File: src/qtue_pkg.sv
// Shared constants, codes and control types of the Q-table update engine.
`timescale 1ns / 1ps

package qtue_pkg;

  localparam int NUM_STATES  = 4;
  localparam int NUM_ACTIONS = 5;
  localparam int TABLE_SIZE  = NUM_STATES * NUM_ACTIONS;
  localparam int ADDR_W      = $clog2(TABLE_SIZE);
  localparam int COL_W       = $clog2(NUM_ACTIONS);

  localparam int STATE_W  = 2;
  localparam int ACTION_W = 3;
  localparam int Q_W      = 16;
  localparam int CFG_W    = 16;
  localparam int CFG_IDX_W = 1;

  localparam logic [CFG_W-1:0] LR_RESET   = 16'd655;
  localparam logic [CFG_W-1:0] DISC_RESET = 16'd32768;

  localparam logic [CFG_IDX_W-1:0] CFG_LEARNING_RATE = 1'b0;
  localparam logic [CFG_IDX_W-1:0] CFG_DISCOUNT      = 1'b1;

  localparam logic CMD_UPDATE = 1'b0;
  localparam logic CMD_QUERY  = 1'b1;

  typedef struct packed {
    logic latch;
    logic scan;
    logic load_old;
    logic calc_target;
    logic calc_old;
    logic calc_new;
    logic write_back;
  } ctrl_cmd_t;

  typedef struct packed {
    logic last_col;
    logic is_query;
  } dp_status_t;

endpackage

File: src/qtue_ctrl.sv
// Controller state machine that sequences the row scan and the update arithmetic.
`timescale 1ns / 1ps

module qtue_ctrl (
  input  logic                  clk_i,
  input  logic                  rst_ni,
  input  logic                  start_i,
  input  qtue_pkg::dp_status_t  status_i,
  output qtue_pkg::ctrl_cmd_t   cmd_o,
  output logic                  busy_o,
  output logic                  done_o
);

  typedef enum logic [7:0] {
    ST_IDLE = 8'b0000_0001,
    ST_SCAN = 8'b0000_0010,
    ST_OLD  = 8'b0000_0100,
    ST_TGT  = 8'b0000_1000,
    ST_PRD1 = 8'b0001_0000,
    ST_PRD2 = 8'b0010_0000,
    ST_WRB  = 8'b0100_0000,
    ST_DONE = 8'b1000_0000
  } state_e;

  state_e state_q, state_d;

  always_comb begin
    state_d = state_q;
    cmd_o   = '0;
    busy_o  = 1'b1;
    done_o  = 1'b0;
    unique case (state_q)
      ST_IDLE: begin
        busy_o = 1'b0;
        if (start_i) begin
          cmd_o.latch = 1'b1;
          state_d     = ST_SCAN;
        end
      end
      ST_SCAN: begin
        cmd_o.scan = 1'b1;
        if (status_i.last_col) begin
          state_d = status_i.is_query ? ST_DONE : ST_OLD;
        end
      end
      ST_OLD: begin
        cmd_o.load_old = 1'b1;
        state_d        = ST_TGT;
      end
      ST_TGT: begin
        cmd_o.calc_target = 1'b1;
        state_d           = ST_PRD1;
      end
      ST_PRD1: begin
        cmd_o.calc_old = 1'b1;
        state_d        = ST_PRD2;
      end
      ST_PRD2: begin
        cmd_o.calc_new = 1'b1;
        state_d        = ST_WRB;
      end
      ST_WRB: begin
        cmd_o.write_back = 1'b1;
        state_d          = ST_DONE;
      end
      ST_DONE: begin
        done_o  = 1'b1;
        state_d = ST_IDLE;
      end
      default: begin
        state_d = ST_IDLE;
      end
    endcase
  end

  always_ff @(posedge clk_i or negedge rst_ni) begin
    if (!rst_ni) begin
      state_q <= ST_IDLE;
    end else begin
      state_q <= state_d;
    end
  end

endmodule

File: src/qtue_datapath.sv
// Datapath with the Q table, configuration registers, row scan and update arithmetic.
`timescale 1ns / 1ps

module qtue_datapath (
  input  logic                                  clk_i,
  input  logic                                  rst_ni,
  input  qtue_pkg::ctrl_cmd_t                   cmd_i,
  output qtue_pkg::dp_status_t                  status_o,
  input  logic                                  cfg_we_i,
  input  logic [qtue_pkg::CFG_IDX_W-1:0]        cfg_index_i,
  input  logic [qtue_pkg::CFG_W-1:0]            cfg_data_i,
  input  logic                                  command_i,
  input  logic [qtue_pkg::STATE_W-1:0]          cur_state_i,
  input  logic [qtue_pkg::STATE_W-1:0]          following_state_i,
  input  logic [qtue_pkg::ACTION_W-1:0]         chosen_action_i,
  input  logic signed [qtue_pkg::Q_W-1:0]       reward_i,
  output logic [qtue_pkg::ACTION_W-1:0]         best_action_o,
  output logic signed [qtue_pkg::Q_W-1:0]       q_value_o
);

  localparam int TGT_W  = 34;
  localparam int OLDP_W = 34;
  localparam int NEWP_W = 51;
  localparam int FULL_W = 56;
  localparam int RES_W  = FULL_W - 32;

  logic [qtue_pkg::Q_W-1:0] mem_q [qtue_pkg::TABLE_SIZE];

  logic [qtue_pkg::CFG_W-1:0] lr_q, disc_q;

  logic                              query_q;
  logic [qtue_pkg::STATE_W-1:0]      cs_q, fs_q;
  logic [qtue_pkg::ACTION_W-1:0]     act_q;
  logic signed [qtue_pkg::Q_W-1:0]   rew_q;
  logic [qtue_pkg::COL_W-1:0]        col_q;
  logic [qtue_pkg::COL_W-1:0]        best_q;
  logic signed [qtue_pkg::Q_W-1:0]   max_q;
  logic signed [qtue_pkg::Q_W-1:0]   old_q;
  logic signed [TGT_W-1:0]           tgt_q;
  logic signed [OLDP_W-1:0]          pold_q;
  logic signed [NEWP_W-1:0]          pnew_q;
  logic signed [qtue_pkg::Q_W-1:0]   res_q;

  logic [qtue_pkg::STATE_W-1:0]      scan_row;
  logic                              scan_ok;
  logic                              tgt_ok;
  logic [qtue_pkg::ADDR_W-1:0]       scan_addr;
  logic [qtue_pkg::ADDR_W-1:0]       tgt_addr;
  logic signed [qtue_pkg::Q_W-1:0]   scan_val;
  logic signed [qtue_pkg::Q_W-1:0]   tgt_val;
  logic [qtue_pkg::ADDR_W-1:0]       rd_addr;
  logic [qtue_pkg::Q_W-1:0]          rd_data;
  logic signed [32:0]                disc_prod;
  logic [16:0]                       one_minus_lr;
  logic signed [FULL_W-1:0]          full;
  logic signed [RES_W-1:0]           rounded;
  logic signed [qtue_pkg::Q_W-1:0]   sat;

  assign scan_row  = query_q ? cs_q : fs_q;
  assign scan_ok   = int'(scan_row) < qtue_pkg::NUM_STATES;
  assign tgt_ok    = (int'(cs_q) < qtue_pkg::NUM_STATES) &&
                     (int'(act_q) < qtue_pkg::NUM_ACTIONS);
  assign scan_addr = qtue_pkg::ADDR_W'(int'(scan_row) * qtue_pkg::NUM_ACTIONS + int'(col_q));
  assign tgt_addr  = qtue_pkg::ADDR_W'(int'(cs_q) * qtue_pkg::NUM_ACTIONS + int'(act_q));
  assign rd_addr   = cmd_i.scan ? scan_addr : tgt_addr;
  assign rd_data   = mem_q[rd_addr];
  assign scan_val  = scan_ok ? $signed(rd_data) : '0;
  assign tgt_val   = tgt_ok ? $signed(rd_data) : '0;

  assign disc_prod    = $signed({{17{1'b0}}, disc_q}) * $signed({{17{max_q[15]}}, max_q});
  assign one_minus_lr = 17'h10000 - {1'b0, lr_q};

  assign full = {{(FULL_W - OLDP_W - 16){pold_q[OLDP_W-1]}}, pold_q, 16'h0000}
              + {{(FULL_W - NEWP_W){pnew_q[NEWP_W-1]}}, pnew_q}
              + 56'sh00_0000_8000_0000;
  assign rounded = full[FULL_W-1:32];

  always_comb begin
    if (rounded > 24'sd32767) begin
      sat = 16'sh7fff;
    end else if (rounded < -24'sd32768) begin
      sat = 16'sh8000;
    end else begin
      sat = rounded[qtue_pkg::Q_W-1:0];
    end
  end

  assign status_o.last_col = col_q == qtue_pkg::COL_W'(qtue_pkg::NUM_ACTIONS - 1);
  assign status_o.is_query = query_q;

  assign best_action_o = qtue_pkg::ACTION_W'(best_q);
  assign q_value_o     = query_q ? max_q : res_q;

  always_ff @(posedge clk_i or negedge rst_ni) begin
    if (!rst_ni) begin
      for (int i = 0; i < qtue_pkg::TABLE_SIZE; i++) begin
        mem_q[i] <= '0;
      end
    end else if (cmd_i.write_back && tgt_ok) begin
      mem_q[tgt_addr] <= sat;
    end
  end

  always_ff @(posedge clk_i or negedge rst_ni) begin
    if (!rst_ni) begin
      lr_q   <= qtue_pkg::LR_RESET;
      disc_q <= qtue_pkg::DISC_RESET;
    end else if (cfg_we_i) begin
      unique case (cfg_index_i)
        qtue_pkg::CFG_LEARNING_RATE: lr_q   <= cfg_data_i;
        qtue_pkg::CFG_DISCOUNT:      disc_q <= cfg_data_i;
        default: ;
      endcase
    end
  end

  always_ff @(posedge clk_i or negedge rst_ni) begin
    if (!rst_ni) begin
      query_q <= 1'b0;
      col_q   <= '0;
    end else if (cmd_i.latch) begin
      query_q <= command_i == qtue_pkg::CMD_QUERY;
      col_q   <= '0;
    end else if (cmd_i.scan && !status_o.last_col) begin
      col_q <= col_q + qtue_pkg::COL_W'(1);
    end
  end

  always_ff @(posedge clk_i) begin
    if (cmd_i.latch) begin
      cs_q  <= cur_state_i;
      fs_q  <= following_state_i;
      act_q <= chosen_action_i;
      rew_q <= reward_i;
    end
    if (cmd_i.scan) begin
      if (col_q == '0 || scan_val > max_q) begin
        max_q  <= scan_val;
        best_q <= col_q;
      end
    end
    if (cmd_i.load_old) begin
      old_q <= tgt_val;
    end
    if (cmd_i.calc_target) begin
      tgt_q <= {{2{rew_q[qtue_pkg::Q_W-1]}}, rew_q, 16'h0000}
             + {{(TGT_W - 33){disc_prod[32]}}, disc_prod};
    end
    if (cmd_i.calc_old) begin
      pold_q <= $signed({{17{1'b0}}, one_minus_lr}) * $signed({{18{old_q[15]}}, old_q});
    end
    if (cmd_i.calc_new) begin
      pnew_q <= $signed({{35{1'b0}}, lr_q}) * $signed({{17{tgt_q[TGT_W-1]}}, tgt_q});
    end
    if (cmd_i.write_back) begin
      res_q <= tgt_ok ? sat : '0;
    end
  end

endmodule

File: src/q_table_update_engine.sv
// Q-table update engine top level joining the controller and the datapath.
// A query scans the current-state row; an update scans the following-state row, then updates the
// chosen entry. A new start is taken in the cycle after the done strobe, not during a transfer.
// The five-column row scan through the single table read port and three multiply steps set the transfer length.
// Reset clears the whole table to zero at once and restores the register defaults.
// The receiver cannot stall; each result is shown for exactly one cycle with done_o.
`timescale 1ns / 1ps

module q_table_update_engine (
  input  logic                                  clk_i,
  input  logic                                  rst_ni,
  input  logic                                  start_i,
  output logic                                  busy_o,
  output logic                                  done_o,
  input  logic                                  cfg_valid_i,
  output logic                                  cfg_ready_o,
  input  logic [qtue_pkg::CFG_IDX_W-1:0]        cfg_index_i,
  input  logic [qtue_pkg::CFG_W-1:0]            cfg_data_i,
  input  logic                                  command_i,
  input  logic [qtue_pkg::STATE_W-1:0]          cur_state_i,
  input  logic [qtue_pkg::STATE_W-1:0]          following_state_i,
  input  logic [qtue_pkg::ACTION_W-1:0]         chosen_action_i,
  input  logic signed [qtue_pkg::Q_W-1:0]       reward_i,
  output logic [qtue_pkg::ACTION_W-1:0]         best_action_o,
  output logic signed [qtue_pkg::Q_W-1:0]       q_value_o
);

  qtue_pkg::ctrl_cmd_t  cmd;
  qtue_pkg::dp_status_t status;

  assign cfg_ready_o = 1'b1;

  qtue_ctrl u_ctrl (
    .clk_i    (clk_i),
    .rst_ni   (rst_ni),
    .start_i  (start_i),
    .status_i (status),
    .cmd_o    (cmd),
    .busy_o   (busy_o),
    .done_o   (done_o)
  );

  qtue_datapath u_datapath (
    .clk_i             (clk_i),
    .rst_ni            (rst_ni),
    .cmd_i             (cmd),
    .status_o          (status),
    .cfg_we_i          (cfg_valid_i && cfg_ready_o),
    .cfg_index_i       (cfg_index_i),
    .cfg_data_i        (cfg_data_i),
    .command_i         (command_i),
    .cur_state_i       (cur_state_i),
    .following_state_i (following_state_i),
    .chosen_action_i   (chosen_action_i),
    .reward_i          (reward_i),
    .best_action_o     (best_action_o),
    .q_value_o         (q_value_o)
  );

  assert property (@(posedge clk_i) disable iff (!rst_ni)
    (start_i && !busy_o) |=> (busy_o && !done_o))
    else $error("Accepted transfer did not start work");

  assert property (@(posedge clk_i) disable iff (!rst_ni)
    done_o |=> (!done_o && !busy_o))
    else $error("Result strobe longer than one cycle");

  assert property (@(posedge clk_i) disable iff (!rst_ni)
    done_o |-> busy_o)
    else $error("Result strobe outside an active command");

  assert property (@(posedge clk_i) disable iff (!rst_ni)
    cmd.write_back |=> done_o)
    else $error("Write-back not followed by result");

endmodule
File: config.mk
export PLATFORM = sky130hd
export DESIGN_NAME = q_table_update_engine
export DESIGN_NICKNAME = d
export VERILOG_FILES = /design/src/qtue_pkg.sv /design/src/qtue_ctrl.sv /design/src/qtue_datapath.sv /design/src/q_table_update_engine.sv
export SDC_FILE = /design/constraint.sdc
export NUM_CORES = 2
export LEC_CHECK = 0
export ABC_CLOCK_PERIOD_IN_PS = 25900
export BUFFER_PORTS_ARGS = -buffer_cell sky130_fd_sc_hd__buf_2
export CAP_MARGIN = 10
export CORE_ASPECT_RATIO = 1.4
export CORE_MARGIN = 5
export CORE_UTILIZATION = 45
export DETAILED_ROUTE_END_ITERATION = 10
export GPL_TIMING_DRIVEN = 0
export PLACE_DENSITY_LB_ADDON = 0.12
export SYNTH_ARGS = -nofsm -noshare
export SYNTH_HDL_FRONTEND = slang
export SYNTH_SLANG_ARGS = --single-unit
File: constraint.sdc
create_clock -name clk_i -period 25.9 [get_ports clk_i]
set_clock_uncertainty 0.1 [all_clocks]
set_input_delay 6.475 -clock clk_i [delete_from_list [all_inputs] [get_ports clk_i]]
set_output_delay 6.475 -clock clk_i [all_outputs]
set_load 0.005 [all_outputs]
==> out/results.ini <==
[sta]
finalWorstPathRequiredPeriod_ps = 10160
rsz0062_at_grt = false
slew_headroom_pct = 7.83
setup_violations = 0
slew_viol_final = 0
max_freq_ghz = 0.0984
finalHoldViolCount = 0
worstMarginPinSlew_ps = 1380
fin_setup_tns_ps = 0
fin_crit_sh_pct = 39.2

[placed_design]
placed_cell_area_um2 = 68200
port_buffers = 65
hpwlAfterDp_mm = 177
place.gp.congestion = 0.989

[detailed_routing]
via_count = 49974
antenna_left = 0
drt_pass1_iterations = 6
wl_mm = 220
drc = 0
drt-initial-drc-count = 4094
wl_per_cell_um = 24.5
via_per_inst = 5.57

[die]
dieArea_um2 = 153000
die_w_um = 331
dieHeight_um = 460
rows = 165
start_util_pct = 45.2
boundaryPins = 67
core_area_um2 = 144000

[critical_path]
worstPathArrival_ps = 10490
cp.required_ps = 26230
start_kind = flop
crit_type = reg2reg
crit_path_max_incr_delay_ps = 790
endpoint_kind = flop
cp_slowest_cell = xor2_1
crit_fanout = 10
crit_top_cell = fa_1

[global_routing]
antenna_found_initial = 10
grt_pass1_wl_mm = 332
grt_max_degree = 111
grt_pass1_vias = 52655
grt_usage_pct = 28.7
grt_overflow = 0

[finish]
syn_to_final_growth_pct = 8.05
nets = 8404
final_layout_size_suffix_gt1_share_pct = 8.02
fillers = 13914
finalInstanceArea_um2 = 70400

[clocking]
clock_path_buffers = 3
clkTransAtPathRegs_ps = 70
cts_buffers = 59
cts_max_level = 2
clock_latency_ps = 720
holdBufCountCts = 0
cts_resized = 0
cts_root_buffer = clkbuf_16
cts_post_setup_buffers_inserted = 0
clock_sinks = 541
cts_tree = done

[synthesis]
avgSynthCellArea_um2 = 9.51
syn_area_um2 = 65100
yosysWarnings = 0
ys_ff_latch = 541
syn_inst = 6848
ys_seq_area_share_pct = 22.2
synthFlopType = dfrtp_1
syn_nets = 8254
synth_cell_types = 94
async_flop_share_pct = 67.3
synth_edf_count = 177

[min_path]
hp-class = reg2reg

[run]
maxCapViolations = 0

[outcome]
status = finished clean

[layout by cell type, fill, tap and decap left out, types with 102 or more instances in the layout]
master	Yosys	final
ha_1	425	425
fa_1	936	936
and2_1	442	442
clkbuf_1	327	338
edfxtp_1	177	177
dfrtp_1	356	356
nor2_1	113	112
o41ai_2	214	214
o21ai_0	109	109
nand2_1	1390	1390
inv_1	1237	1237
a21oi_1	102	102
[metrics by stage]
| stage | util, % | hold WS [ps] | cells | setup WS [ps] |
|---|---|---|---|---|
| 6_report | 48.8 | 375 | 8977 | 15740 |
| 2_1_floorplan | - | 335 | 6848 | 17750 |
| 3_3_place_gp | 47.1 | 348 | 8833 | 10440 |
| 4_1_cts | 48.8 | 375 | 8969 | 15770 |
| 3_5_place_dp | 47.3 | 355 | 8857 | 15800 |
| 5_1_grt | 48.8 | 392 | 8971 | 15210 |
[synth_stat cells (43+ instances only)]
cell	count	area, um^2
o41ai_2	214	3480
o21ai_0	109	546
a21oi_1	102	510
edfxtp_1	177	5320
nor2b_1	43	269
nand3_1	78	390
o41ai_1	86	753
xnor2_1	97	850
inv_1	1237	4640
clkbuf_1	327	1230
a21o_1	55	413
ha_1	425	5320
nand2_1	1390	5220
dfrtp_1	356	8910
mux2_2	50	563
and2_1	442	2770
o211ai_1	67	503
nor2_1	113	424
a211oi_1	46	345
fa_1	936	18700
xor2_1	45	394
[path summary, 6_finish.rpt]
| path | endpoint | start | cells after the start | slack (ps) |
|---|---|---|---|---|
| min | u_datapath.mem_q[76] | u_datapath.mem_q[76] | 2 | 370 |
| max in group asynchronous | u_datapath.disc_q[14] | rst_ni | 3 | 18450 |
| min in group asynchronous | u_datapath.mem_q[182] | rst_ni | 1 | 5640 |
| min reg2reg | u_datapath.mem_q[76] | u_datapath.mem_q[76] | 2 | 370 |
| max reg2reg | u_datapath.pold_q[31] | u_datapath.lr_q[6] | 28 | 15740 |
| max | u_datapath.pold_q[31] | u_datapath.lr_q[6] | 28 | 15740 |
[critical path: cells and delay by family, from the launching register on]
| family | cells | cell delay [ps] |
|---|---|---|
| adder cells (fa/ha/maj) | 7 | 3390 |
| AND/OR/NAND/NOR | 7 | 2030 |
| AO/OA/AOI/OAI | 7 | 1810 |
| buffers and inverters | 5 | 1130 |
| XOR/XNOR | 2 | 1070 |
| flip-flops | 1 | 360 |
[state kept, by name, indices dropped and copies added (netlist names), 2 cells and up]
| name | flops |
|---|---|
| u_datapath.mem_q | 320 |
| u_datapath.pnew_q | 35 |
| u_datapath.pold_q | 34 |
| u_datapath.tgt_q | 34 |
| u_datapath.disc_q | 16 |
| u_datapath.lr_q | 16 |
| u_datapath.max_q | 16 |
| u_datapath.old_q | 16 |
| u_datapath.res_q | 16 |
| u_datapath.rew_q | 16 |
| u_ctrl.state_q | 8 |
| u_datapath.act_q | 3 |
| u_datapath.best_action_o | 3 |
| u_datapath.col_q | 3 |
| u_datapath.cs_q | 2 |
| u_datapath.fs_q | 2 |
[cells by family (layout without fill, tap and decap cells)]
| kind of cell | after synthesis | after routing | synth area share (%) |
|---|---|---|---|
| compound gates | 838 | 838 | 12.1 |
| flops | 541 | 541 | 22.2 |
| fa+ha+maj | 1361 | 1361 | 36.9 |
| xor+xnor | 143 | 143 | 1.94 |
| simple gates | 2254 | 2254 | 15.9 |
| other cells | 1 | 9 | 0.00576 |
| buf+inv | 1656 | 1857 | 9.99 |
| mux | 54 | 54 | 0.926 |
[layout make-up]
type	instances	area [um^2]	share of cell area, %
multi-input cells	4651	44200	62.9
clock buffers	81	1670	2.37
flip-flops and latches	541	14400	20.5
clock inverters	31	454	0.646
well taps	1920	2400	3.41
repair buffers	89	631	0.896
diodes	8	20.0	0.0285
inverters	1237	4640	6.60
plain buffers	419	1870	2.65
[layer usage]
metal  up-vias  track usage, %  routed length (um)
met2      1778            50.0              109000
met1     25615            35.1               85000
li1      22042               -                   -
met4         0            14.6               13900
met5         -               0                   0
met3       539            3.75               12700
Power is not shown: default switching activity piles up to over one toggle a cycle in this logic, so the estimate is an artifact.
